===== src/rtl/iale_pkg.sv =====
// ----------------------------------------------------------------------------
// iale_pkg
// Transaction types, opcodes, status codes and sequencer states.
// ----------------------------------------------------------------------------
`default_nettype none

package iale_pkg;

  localparam int OP_W   = 3;
  localparam int POS_W  = 7;
  localparam int DATA_W = 32;
  localparam int STAT_W = 2;
  localparam int FND_W  = 6;
  localparam int CNT_W  = 7;

  localparam logic [OP_W-1:0] OP_INSERT = 3'd0;
  localparam logic [OP_W-1:0] OP_DELETE = 3'd1;
  localparam logic [OP_W-1:0] OP_FIND   = 3'd2;
  localparam logic [OP_W-1:0] OP_GET    = 3'd3;
  localparam logic [OP_W-1:0] OP_UPDATE = 3'd4;

  localparam logic [STAT_W-1:0] ST_OK        = 2'd0;
  localparam logic [STAT_W-1:0] ST_BAD_INDEX = 2'd1;
  localparam logic [STAT_W-1:0] ST_FULL      = 2'd2;
  localparam logic [STAT_W-1:0] ST_NOT_FOUND = 2'd3;

  typedef struct packed {
    logic [OP_W-1:0]          opcode;
    logic [POS_W-1:0]         position;
    logic signed [DATA_W-1:0] data_value;
  } in_item_t;

  typedef struct packed {
    logic [STAT_W-1:0]        status;
    logic [FND_W-1:0]         found_position;
    logic signed [DATA_W-1:0] read_value;
    logic [CNT_W-1:0]         entry_count;
  } out_item_t;

  typedef enum logic [2:0] {
    S_IDLE,
    S_MOVE_RD,
    S_MOVE_WR,
    S_PUT,
    S_FIND_RD,
    S_FIND_CMP,
    S_GET_RD,
    S_GET_CAP
  } seq_state_t;

endpackage

`default_nettype wire


===== src/rtl/iale_store.sv =====
// ----------------------------------------------------------------------------
// iale_store
// Entry memory: one write port, one read port with registered read data.
// ----------------------------------------------------------------------------
`default_nettype none

module iale_store #(
  parameter int DEPTH = 64,
  parameter int AW    = 6
) (
  input  wire logic                        clk,
  input  wire logic                        we,
  input  wire logic [AW-1:0]               waddr,
  input  wire logic [iale_pkg::DATA_W-1:0] wdata,
  input  wire logic [AW-1:0]               raddr,
  output logic      [iale_pkg::DATA_W-1:0] rdata
);

  logic [iale_pkg::DATA_W-1:0] mem [DEPTH];
  logic [iale_pkg::DATA_W-1:0] rdata_r;

  always_ff @(posedge clk) begin
    if (we) begin
      mem[waddr] <= wdata;
    end
  end

  always_ff @(posedge clk) begin
    rdata_r <= mem[raddr];
  end

  assign rdata = rdata_r;

endmodule

`default_nettype wire


===== src/rtl/iale_ctrl.sv =====
// ----------------------------------------------------------------------------
// iale_ctrl
// Sequencer: decodes a transaction, walks the entry memory step by step
// through a shared index stepper and a find comparator, builds the result.
// ----------------------------------------------------------------------------
`default_nettype none

module iale_ctrl #(
  parameter int CAPACITY = 64,
  parameter int AW       = 6,
  parameter int CW       = 7
) (
  input  wire logic                        clk,
  input  wire logic                        rst_n,
  input  wire logic                        in_valid,
  input  wire iale_pkg::in_item_t          in_data,
  output logic                             in_ready,
  input  wire logic                        slot_free,
  output logic                             res_valid,
  output iale_pkg::out_item_t              res_data,
  output logic                             mem_we,
  output logic      [AW-1:0]               mem_waddr,
  output logic      [iale_pkg::DATA_W-1:0] mem_wdata,
  output logic      [AW-1:0]               mem_raddr,
  input  wire logic [iale_pkg::DATA_W-1:0] mem_rdata
);

  localparam int CMPW = (CW > iale_pkg::POS_W) ? CW : iale_pkg::POS_W;
  localparam int FW   = iale_pkg::FND_W;
  localparam int OW   = iale_pkg::CNT_W;

  iale_pkg::seq_state_t state_r, state_nxt;
  logic                        done_r, done_nxt;
  logic [CW-1:0]               cnt_r, cnt_nxt;
  logic [CW-1:0]               idx_r, idx_nxt;
  logic [CW-1:0]               bound_r, bound_nxt;
  logic                        up_r, up_nxt;
  logic [iale_pkg::DATA_W-1:0] val_r, val_nxt;
  logic [iale_pkg::STAT_W-1:0] stat_r, stat_nxt;
  logic [FW-1:0]               fnd_r, fnd_nxt;
  logic [iale_pkg::DATA_W-1:0] rd_r, rd_nxt;

  logic [CW-1:0]   idx_step;
  logic            step_end;
  logic            data_hit;
  logic [CMPW-1:0] pos_ext;
  logic [CMPW-1:0] cnt_ext;

  assign idx_step = up_r ? (idx_r - CW'(1)) : (idx_r + CW'(1));
  assign step_end = (idx_step == bound_r);
  assign data_hit = (mem_rdata == val_r);
  assign pos_ext  = CMPW'(in_data.position);
  assign cnt_ext  = CMPW'(cnt_r);

  always_ff @(posedge clk) begin
    if (!rst_n) begin
      state_r <= iale_pkg::S_IDLE;
      done_r  <= 1'b0;
      cnt_r   <= '0;
    end else begin
      state_r <= state_nxt;
      done_r  <= done_nxt;
      cnt_r   <= cnt_nxt;
    end
  end

  always_ff @(posedge clk) begin
    idx_r   <= idx_nxt;
    bound_r <= bound_nxt;
    up_r    <= up_nxt;
    val_r   <= val_nxt;
    stat_r  <= stat_nxt;
    fnd_r   <= fnd_nxt;
    rd_r    <= rd_nxt;
  end

  always_comb begin
    state_nxt = state_r;
    done_nxt  = done_r;
    cnt_nxt   = cnt_r;
    idx_nxt   = idx_r;
    bound_nxt = bound_r;
    up_nxt    = up_r;
    val_nxt   = val_r;
    stat_nxt  = stat_r;
    fnd_nxt   = fnd_r;
    rd_nxt    = rd_r;
    mem_we    = 1'b0;
    mem_waddr = idx_r[AW-1:0];
    mem_wdata = val_r;
    mem_raddr = idx_r[AW-1:0];
    res_valid = 1'b0;
    in_ready  = 1'b0;

    case (state_r)
      iale_pkg::S_IDLE: begin
        if (done_r) begin
          // hold the result until the output register frees up
          if (slot_free) begin
            res_valid = 1'b1;
            done_nxt  = 1'b0;
          end
        end else begin
          in_ready = 1'b1;
          if (in_valid) begin
            val_nxt  = in_data.data_value;
            stat_nxt = iale_pkg::ST_OK;
            fnd_nxt  = '0;
            rd_nxt   = '0;
            up_nxt   = 1'b0;
            done_nxt = 1'b1;
            case (in_data.opcode)
              iale_pkg::OP_INSERT: begin
                if (pos_ext > cnt_ext) begin
                  stat_nxt = iale_pkg::ST_BAD_INDEX;
                end else if (cnt_r == CW'(CAPACITY)) begin
                  stat_nxt = iale_pkg::ST_FULL;
                end else begin
                  done_nxt  = 1'b0;
                  up_nxt    = 1'b1;
                  idx_nxt   = cnt_r;
                  bound_nxt = CW'(pos_ext);
                  cnt_nxt   = cnt_r + CW'(1);
                  state_nxt = (pos_ext == cnt_ext) ? iale_pkg::S_PUT
                                                   : iale_pkg::S_MOVE_RD;
                end
              end
              iale_pkg::OP_DELETE: begin
                if (pos_ext >= cnt_ext) begin
                  stat_nxt = iale_pkg::ST_BAD_INDEX;
                end else begin
                  idx_nxt   = CW'(pos_ext);
                  bound_nxt = cnt_r - CW'(1);
                  cnt_nxt   = cnt_r - CW'(1);
                  if ((pos_ext + CMPW'(1)) != cnt_ext) begin
                    done_nxt  = 1'b0;
                    state_nxt = iale_pkg::S_MOVE_RD;
                  end
                end
              end
              iale_pkg::OP_FIND: begin
                stat_nxt = iale_pkg::ST_NOT_FOUND;
                if (cnt_r != '0) begin
                  done_nxt  = 1'b0;
                  idx_nxt   = '0;
                  bound_nxt = cnt_r;
                  state_nxt = iale_pkg::S_FIND_RD;
                end
              end
              iale_pkg::OP_GET: begin
                if (pos_ext >= cnt_ext) begin
                  stat_nxt = iale_pkg::ST_BAD_INDEX;
                end else begin
                  done_nxt  = 1'b0;
                  idx_nxt   = CW'(pos_ext);
                  state_nxt = iale_pkg::S_GET_RD;
                end
              end
              iale_pkg::OP_UPDATE: begin
                if (pos_ext >= cnt_ext) begin
                  stat_nxt = iale_pkg::ST_BAD_INDEX;
                end else begin
                  done_nxt  = 1'b0;
                  idx_nxt   = CW'(pos_ext);
                  state_nxt = iale_pkg::S_PUT;
                end
              end
              default: begin
                stat_nxt = iale_pkg::ST_BAD_INDEX;
              end
            endcase
          end
        end
      end

      iale_pkg::S_MOVE_RD: begin
        mem_raddr = idx_step[AW-1:0];
        state_nxt = iale_pkg::S_MOVE_WR;
      end

      iale_pkg::S_MOVE_WR: begin
        mem_we    = 1'b1;
        mem_wdata = mem_rdata;
        idx_nxt   = idx_step;
        if (!step_end) begin
          state_nxt = iale_pkg::S_MOVE_RD;
        end else if (up_r) begin
          state_nxt = iale_pkg::S_PUT;
        end else begin
          done_nxt  = 1'b1;
          state_nxt = iale_pkg::S_IDLE;
        end
      end

      iale_pkg::S_PUT: begin
        mem_we    = 1'b1;
        done_nxt  = 1'b1;
        state_nxt = iale_pkg::S_IDLE;
      end

      iale_pkg::S_FIND_RD: begin
        state_nxt = iale_pkg::S_FIND_CMP;
      end

      iale_pkg::S_FIND_CMP: begin
        if (data_hit) begin
          stat_nxt  = iale_pkg::ST_OK;
          fnd_nxt   = FW'(idx_r);
          done_nxt  = 1'b1;
          state_nxt = iale_pkg::S_IDLE;
        end else if (step_end) begin
          done_nxt  = 1'b1;
          state_nxt = iale_pkg::S_IDLE;
        end else begin
          idx_nxt   = idx_step;
          state_nxt = iale_pkg::S_FIND_RD;
        end
      end

      iale_pkg::S_GET_RD: begin
        state_nxt = iale_pkg::S_GET_CAP;
      end

      iale_pkg::S_GET_CAP: begin
        rd_nxt    = mem_rdata;
        done_nxt  = 1'b1;
        state_nxt = iale_pkg::S_IDLE;
      end

      default: begin
        state_nxt = iale_pkg::S_IDLE;
      end
    endcase
  end

  assign res_data = '{status:         stat_r,
                      found_position: fnd_r,
                      read_value:     rd_r,
                      entry_count:    OW'(cnt_r)};

endmodule

`default_nettype wire


===== src/rtl/indexed_array_list_engine_core.sv =====
// ----------------------------------------------------------------------------
// indexed_array_list_engine_core
// Ordered list of signed 32-bit entries with insert, delete, find, get and
// update, one result transaction per input transaction.
// ----------------------------------------------------------------------------
// One transaction at a time: in_ready is high only while the sequencer is
// idle, and a finished result waits in the output register so the next
// transaction can be taken meanwhile. The entry memory has one read and one
// write port with registered read data, so each entry moved by insert or
// delete takes a read state and a write state, and each entry compared by
// find a read state and a compare state. Insert then writes the new entry,
// get reads and then captures the entry, update writes it, and a rejected
// transaction finishes in the idle state; each result is then handed to the
// output register. The worst case from one accepted transaction to the next
// is a find over a full list. No clearing pass runs after reset.
// ----------------------------------------------------------------------------
`default_nettype none

module indexed_array_list_engine_core #(
  parameter int CAPACITY = 64
) (
  input  wire logic               clk,
  input  wire logic               rst_n,
  input  wire logic               in_valid,
  output logic                    in_ready,
  input  wire iale_pkg::in_item_t in_data,
  output logic                    out_valid,
  input  wire logic               out_ready,
  output iale_pkg::out_item_t     out_data
);

  localparam int AW = (CAPACITY > 1) ? $clog2(CAPACITY) : 1;
  localparam int CW = $clog2(CAPACITY + 1);

  logic                        slot_free;
  logic                        res_valid;
  iale_pkg::out_item_t         res_data;
  logic                        mem_we;
  logic [AW-1:0]               mem_waddr;
  logic [iale_pkg::DATA_W-1:0] mem_wdata;
  logic [AW-1:0]               mem_raddr;
  logic [iale_pkg::DATA_W-1:0] mem_rdata;

  logic                out_valid_r;
  iale_pkg::out_item_t out_data_r;

  iale_ctrl #(
    .CAPACITY (CAPACITY),
    .AW       (AW),
    .CW       (CW)
  ) u_ctrl (
    .clk       (clk),
    .rst_n     (rst_n),
    .in_valid  (in_valid),
    .in_data   (in_data),
    .in_ready  (in_ready),
    .slot_free (slot_free),
    .res_valid (res_valid),
    .res_data  (res_data),
    .mem_we    (mem_we),
    .mem_waddr (mem_waddr),
    .mem_wdata (mem_wdata),
    .mem_raddr (mem_raddr),
    .mem_rdata (mem_rdata)
  );

  iale_store #(
    .DEPTH (CAPACITY),
    .AW    (AW)
  ) u_store (
    .clk   (clk),
    .we    (mem_we),
    .waddr (mem_waddr),
    .wdata (mem_wdata),
    .raddr (mem_raddr),
    .rdata (mem_rdata)
  );

  assign slot_free = !out_valid_r || out_ready;

  always_ff @(posedge clk) begin
    if (!rst_n) begin
      out_valid_r <= 1'b0;
    end else if (res_valid) begin
      out_valid_r <= 1'b1;
    end else if (out_ready) begin
      out_valid_r <= 1'b0;
    end
  end

  always_ff @(posedge clk) begin
    if (res_valid) begin
      out_data_r <= res_data;
    end
  end

  assign out_valid = out_valid_r;
  assign out_data  = out_data_r;

endmodule

`default_nettype wire


===== config.mk =====
export PLATFORM = sky130hd
export DESIGN_NAME = indexed_array_list_engine_core
export DESIGN_NICKNAME = d
export VERILOG_FILES = /design/src/rtl/iale_pkg.sv /design/src/rtl/iale_store.sv /design/src/rtl/iale_ctrl.sv /design/src/rtl/indexed_array_list_engine_core.sv
export SDC_FILE = /design/constraint.sdc
export NUM_CORES = 2
export LEC_CHECK = 0
export ABC_AREA = 1
export BUFFER_PORTS_ARGS = -buffer_cell sky130_fd_sc_hd__buf_4
export CORE_MARGIN = 4
export CORE_UTILIZATION = 30
export CTS_CLUSTER_DIAMETER = 120
export DETAILED_ROUTE_END_ITERATION = 10
export MAX_ROUTING_LAYER = met4
export PLACE_DENSITY = 0.48
export SYNTH_ARGS = -nofsm -noshare
export SYNTH_HDL_FRONTEND = slang
export SYNTH_SLANG_ARGS = --single-unit

===== constraint.sdc =====
create_clock -name clk -period 5.1 [get_ports clk]
set_input_delay 0.51 -clock clk [delete_from_list [all_inputs] [get_ports clk]]
set_output_delay 0.51 -clock clk [all_outputs]
set_load 0.05 [all_outputs]

Word-level counts from Yosys, hierarchy flattened
Memories as Yosys holds them, arrays and structs flattened. A register that Yosys moved wholly into a read port is not among the register bits.
Index checks and enable logic that the tools add are counted.
{ "totals": {"regBits": 146, "mem_bits_rw": 2048, "inputBits": 46, "output_inout_bits": 49, "elab_cells": 166, "n_memories": 1} }
{ "classes": {"addsub": 5, "order_cmp": 2, "eq_ne": 38, "muxes": 78, "bitwise": 2, "reduce_logical": 25} }
{ "mem_list": {"columns": ["name", "depth", "word_bits", "rd", "rd_clocked_by_memory_dff", "write_ports", "line", "source"], "rows": [
  ["u_store.mem", 64, 32, 1, 1, 1, "iale_store.sv:19", "logic [iale_pkg::DATA_W-1:0] mem [DEPTH];"]
]} }
{ "op_table": {"columns": ["operator", "n"], "rows": [
  ["$mux 7", 15],
  ["$mux 32", 3],
  ["$pmux 32 s2", 1],
  ["$pmux 7 s3", 3],
  ["$mux 3", 12],
  ["$eq 32x32->1", 1],
  ["$mux 1", 25],
  ["$mux 6", 4],
  ["$add 7x1->7 const B", 3],
  ["$pmux 3 s7", 1],
  ["$reduce_and 10->1", 2],
  ["$ne 3x3->1 const B", 6],
  ["$ne 2x2->1 const B", 8],
  ["$eq 3x3->1 const B", 5],
  ["$pmux 3 s5", 1],
  ["$eq 7x7->1", 2],
  ["$mux 2", 7],
  ["$pmux 7 s2", 1],
  ["$sub 7x1->7 const B", 2],
  ["$eq 3x2->1 const B", 4],
  ["$pmux 6 s2", 1],
  ["$pmux 1 s4", 2],
  ["$reduce_and 4->1", 2],
  ["$reduce_and 8->1", 1],
  ["other kinds (24)", 38]
]} }

Longest topological paths before layout
{ "logic_depth": {"depth_word": 8, "mapped_depth": 16, "ltp_nobuf": 15} }

Modules after synthesis
Synthesis repeated with hierarchy kept, for this count alone.
{ "hier_totals": {"hier_cells": 7618, "hier_area_um2": 90305.4} }
{ "by_module_without_submodules": {"columns": ["module", "instances", "cells_each", "area_each_um2", "seq_area_each_um2"], "rows": [
  ["iale_store", 1, 6785, 82785.6, 62139.6],
  ["iale_ctrl", 1, 780, 6062.1, 2832.7],
  ["indexed_array_list_engine_core", 1, 53, 1457.6, 1431.4]
]} }

Least setup slack after synthesis
OpenSTA, ideal clock, no wires.
{ "synth_path": {"path_kind": "reg-to-reg", "start": "register u_ctrl.state_r[1]", "end": "memory u_store.mem[38][0] (netlist bit) (enable)", "setup_time_ns": 0.502, "arrival_ns": 3.981, "slack_ns": 0.616, "stages_incl_launch_ff": 5, "n_path_buf": 0, "cell_sequence": "dfxtp_1 inv_1 nor2_1 nand4_1 nor4_1"} }
{ "synth_between": {"elab_chain_cells": 5, "word_cells_on_any_way": 6} }
{ "synth_lines": {"columns": ["item", "line", "source"], "rows": [
  ["from (decl)", "iale_ctrl.sv:32", "iale_pkg::seq_state_t state_r, state_nxt;"],
  ["from (signal assigned)", "iale_ctrl.sv:57", "state_r <= iale_pkg::S_IDLE;"],
  ["from (signal assigned)", "iale_ctrl.sv:61", "state_r <= state_nxt;"],
  ["$eq 3x2->1", "iale_ctrl.sv:95", "case (state_r)"],
  ["$reduce_or 2->1 (no line) (*)", null, null],
  ["$mux 1 (*)", "iale_ctrl.sv:95", null],
  ["$mux 1 (*)", "iale_store.sv:23", "if (we) begin"],
  ["$mux 1 (not written as such) (*)", "iale_store.sv:24", "mem[waddr] <= wdata;"],
  ["to (decl)", "iale_store.sv:19", null]
]} }
Mark *: on every way between the ends. The rest lies on a longest branch, timed or not.

Final worst setup path
{ "layout_path": {"start": "register u_ctrl.idx_r[0]", "end": "register u_store.rdata_r (netlist bit u_store.rdata[25]) (read register of u_store.mem)"} }
{ "layout_between": {"elab_chain_cells": 3, "word_cells_on_any_way": 4} }
{ "layout_lines": {"columns": ["item", "line", "source"], "rows": [
  ["from (decl)", "iale_ctrl.sv:35", "logic [CW-1:0] idx_r, idx_nxt;"],
  ["from (signal assigned)", "iale_ctrl.sv:68", "idx_r <= idx_nxt;"],
  ["$add 7x1->7 or $sub 7x1->7 (tied branches)", "iale_ctrl.sv:49", "assign idx_step = up_r ? (idx_r - CW'(1)) : (idx_r + CW'(1));"],
  ["$mux 7", "iale_ctrl.sv:49", null],
  ["$mux 6 (*)", "iale_ctrl.sv:95", null],
  ["to (decl)", "iale_store.sv:20", "logic [iale_pkg::DATA_W-1:0] rdata_r;"]
]} }
Marks and branches as above.
A chain may end at the register's enable or synchronous reset.

==> impl_metrics.toml <==
[status]
status = "complete, no violations"

[floorplanning]
row_count = 201
fp.dieW_um = 559
die_h_um = 559
ios = 95
initial_core_util_pct = 30.2
coreArea_um2 = 301000
dieArea_um2 = 312000

[setup_path]
reg2reg_to = "u_store.rdata[25]"
cp-endpoint = "u_store.rdata[25]"
regToRegSetupSlack_ns = 1.02
end_kind = "flip-flop"
path_class = "flip-flop to flip-flop"
startpoint_type = "flip-flop"
required_ns = 5.90
path_max_fanout = 52
cp.arrival_ns = 4.88
reg2regPathDepth = 11
r2r_start = "u_ctrl.idx_r[0]"
setup.worst_path.start = "u_ctrl.idx_r[0]"

[power]
p_sw_uw = 28100
p_per_area_nw_per_um2 = 634
combPwrFrac_pct = 40.5
seq_power_share_pct = 35.0
p_sw_share_pct = 42.0
clkPwrFrac_pct = 24.5
power_leakage_uw = 0.0380
ir_drop_uv = 733
p_int_uw = 38800

[logic_synthesis]
synth_edf_count = 2182
synth.most_common_cell = "nand2_1"
synthesis.yosys.warnings = 0
synth-main-ff-cell = "edfxtp_1"
ys_top_cells_by_area = "edfxtp_1 (72%), nand2_1 (11%), nand3_1 (4.8%)"
ys_types = 38
synth_nets = 7878
seq_area_frac_synth_pct = 73.0
syn_area_um2 = 90900
synth_area_per_cell_um2 = 11.6
synth_seq_cells = 2226
async_reset_ff_share_pct = 0
synthTopCellsByCount = "nand2_1 (2722), edfxtp_1 (2182), nand3_1 (869)"
netlist_instances = 7816
synth_area_leader_cell = "edfxtp_1"
synth_top_area_share_pct = 72.1

[sta]
tightest_slew_ns = 1.24
relSlewSlack_pct = 16.8
drv_slew = 0
clock_skew_ns = 0.0524
setup_viol = 0
max_freq_ghz = 0.245
hold_violations = 0
post-route-period-util_pct = 79.9
setup_tns_ns = 0
rsz0062_at_grt = "no"
fin_crit_ns = 4.08

[global_route]
grtUsageTotal_pct = 18.6
overflow = 0
grt_pass1_wl_um = 416000
antenna_found_initial = 15
grt_pass1_vias = 57700
grt_max_degree = 93

[clock_tree]
cts_buffer_depth = 3
clk_pin_slew_worst_paths_ns = 0.07
clock_latency_ns = 0.89
cts-root-buf = "clkbuf_16"
cts_resized = 0
cts_inserted_buffers = 229
cts_tree = "built"
htreeDepth = 4
cts.sinks = 2226

[run]
maxCapViolations = 0

[placement]
hpwl_um = 164000
io_buffer_count = 94
gp_congestion = 0.845

[route]
drc_errors = 0
first_pass_iters = 7
drtIter0Drc = 6377
vias = 60500
via_per_inst = 4.99
routed_wl_um = 289000
wl_per_cell_um = 23.8
ant_nets = 0

[cells_and_area]
fin_nets = 8033
drive_above_1_share_pct = 9.55
final_util_pct = 35.1
syn2layout_area_growth_pct = 16.0

[min_path]
hold_class = "primary input to flip-flop"
## per-stage QoR
step                      setup slack [ns]  hold WS, ns  total power [uW]  area, um2  std cells
after floorplan                      0.616        0.400             39700      90900       7816
after global placement                1.12        0.408             50800      97900      11700
after detailed placement              1.09        0.405             50900      97900      11700
after CTS                             1.08      0.00141             67300     105000      12100
after global routing                 0.840       0.0607             70600     105000      12100
final                                 1.02       0.0786             66900     105000      12100
## placed cells by master, fill, tap and decap left out, types with 6 or more instances in the layout
cell type / synthesis / layout
nand2_1: 2722 / 2722
edfxtp_1: 2182 / 2182
nand3_1: 869 / 869
o21ai_0: 440 / 406
nor2_1: 387 / 321
buf_4: 32 / 299
inv_1: 253 / 250
clkbuf_16: 0 / 232
o211ai_1: 224 / 224
o21ai_1: 102 / 100
nor2_4: 1 / 67
clkinv_1: 4 / 62
clkbuf_1: 137 / 49
buf_12: 0 / 47
dfxtp_1: 44 / 44
clkinv_2: 0 / 38
o21ai_4: 1 / 37
dlygate4sd3_1: 0 / 35
a21oi_1: 30 / 30
xor2_1: 23 / 23
bufinv_16: 0 / 17
ha_1: 15 / 15
nor3_1: 11 / 11
clkinvlp_4: 0 / 8
o221ai_1: 7 / 7
nand4_1: 7 / 7
inv_2: 6 / 6
## layout make-up
cell class,count,area (um2)
well taps,3958,4950
fillers,29400,195000
clock inverters,136,1220
repair buffers,381,3540
multi-input cells,4870,22300
diodes,3,7.51
clock buffers,285,6040
flip-flops and latches,2226,66400
inverters,263,1010
## critical path, cell delays in order, from the launching register on
cell and delay [ns]:
edfxtp_1 0.60, fa_1 0.66, inv_1 0.10, o21ai_4 0.44, buf_12 0.22, buf_4 0.55, o21ai_0 0.20, o211ai_1 0.20
nand3_1 0.12, nand3_1 0.27, nand3_1 0.39, nand2_1 0.16
## sequential cells by signal, summed over array words and instances, names as in the netlist
name / count
u_ctrl.bound_r: 7
u_ctrl.done_r: 1
u_store.mem: 2048
u_ctrl.up_r: 1
u_ctrl.rd_r: 32
u_store.rdata: 32
out_data: 47
out_valid: 1
u_ctrl.idx_r: 7
u_ctrl.cnt_ext: 7
u_ctrl.state_r: 3
u_ctrl.fnd_r: 6
u_ctrl.val_r: 32
u_ctrl.stat_r: 2
## timing repair
item,4_1_cts,5_1_grt
endpoints found under the hold margin,42,0
buffers inserted,0,0
hold buffers,35,0
## cells by family after synthesis
kind of cell / Yosys count / synth area share (%)
AO/OA/AOI/OAI: 819 / 5.20
XOR/XNOR: 27 / 0.260
adder cells (fa/ha/maj): 16 / 0.228
buffers and inverters: 720 / 3.48
flip-flops: 2226 / 73.0
AND/OR/NAND/NOR: 4008 / 17.8
## how the worst min path moves through the flow
stage,startpoint,end,cells after the start
after floorplan,u_ctrl.rd_r[3],out_data[10],0
after global placement,u_ctrl.rd_r[9],out_data[16],0
after detailed placement,u_ctrl.rd_r[8],out_data[15],0
after CTS,in_data[41],u_ctrl.up_r,4
after global routing,in_data[41],u_ctrl.up_r,4
final,in_data[41],u_ctrl.up_r,4
## power by group through the flow
stage | Clock (uW) | Sequential [uW] | Combinational, uW
global route | 17500 | 23400 | 29600
CTS | 16700 | 23400 | 27200
finish | 16400 | 23400 | 27100
floorplan | 0 | 24100 | 15600
detailed placement | 0 | 23800 | 27100
global placement | 0 | 23800 | 27000
## per-layer routing
metal / track usage, % / wire length, um / up-vias
met4: 3.96 / 5370 / 0
met3: 2.53 / 18300 / 340
met2: 29.0 / 134000 / 2064
met5: - / 0 / -
li1: - / - / 27600
met1: 25.9 / 131000 / 30600
Power figures use the tool's default switching activity.
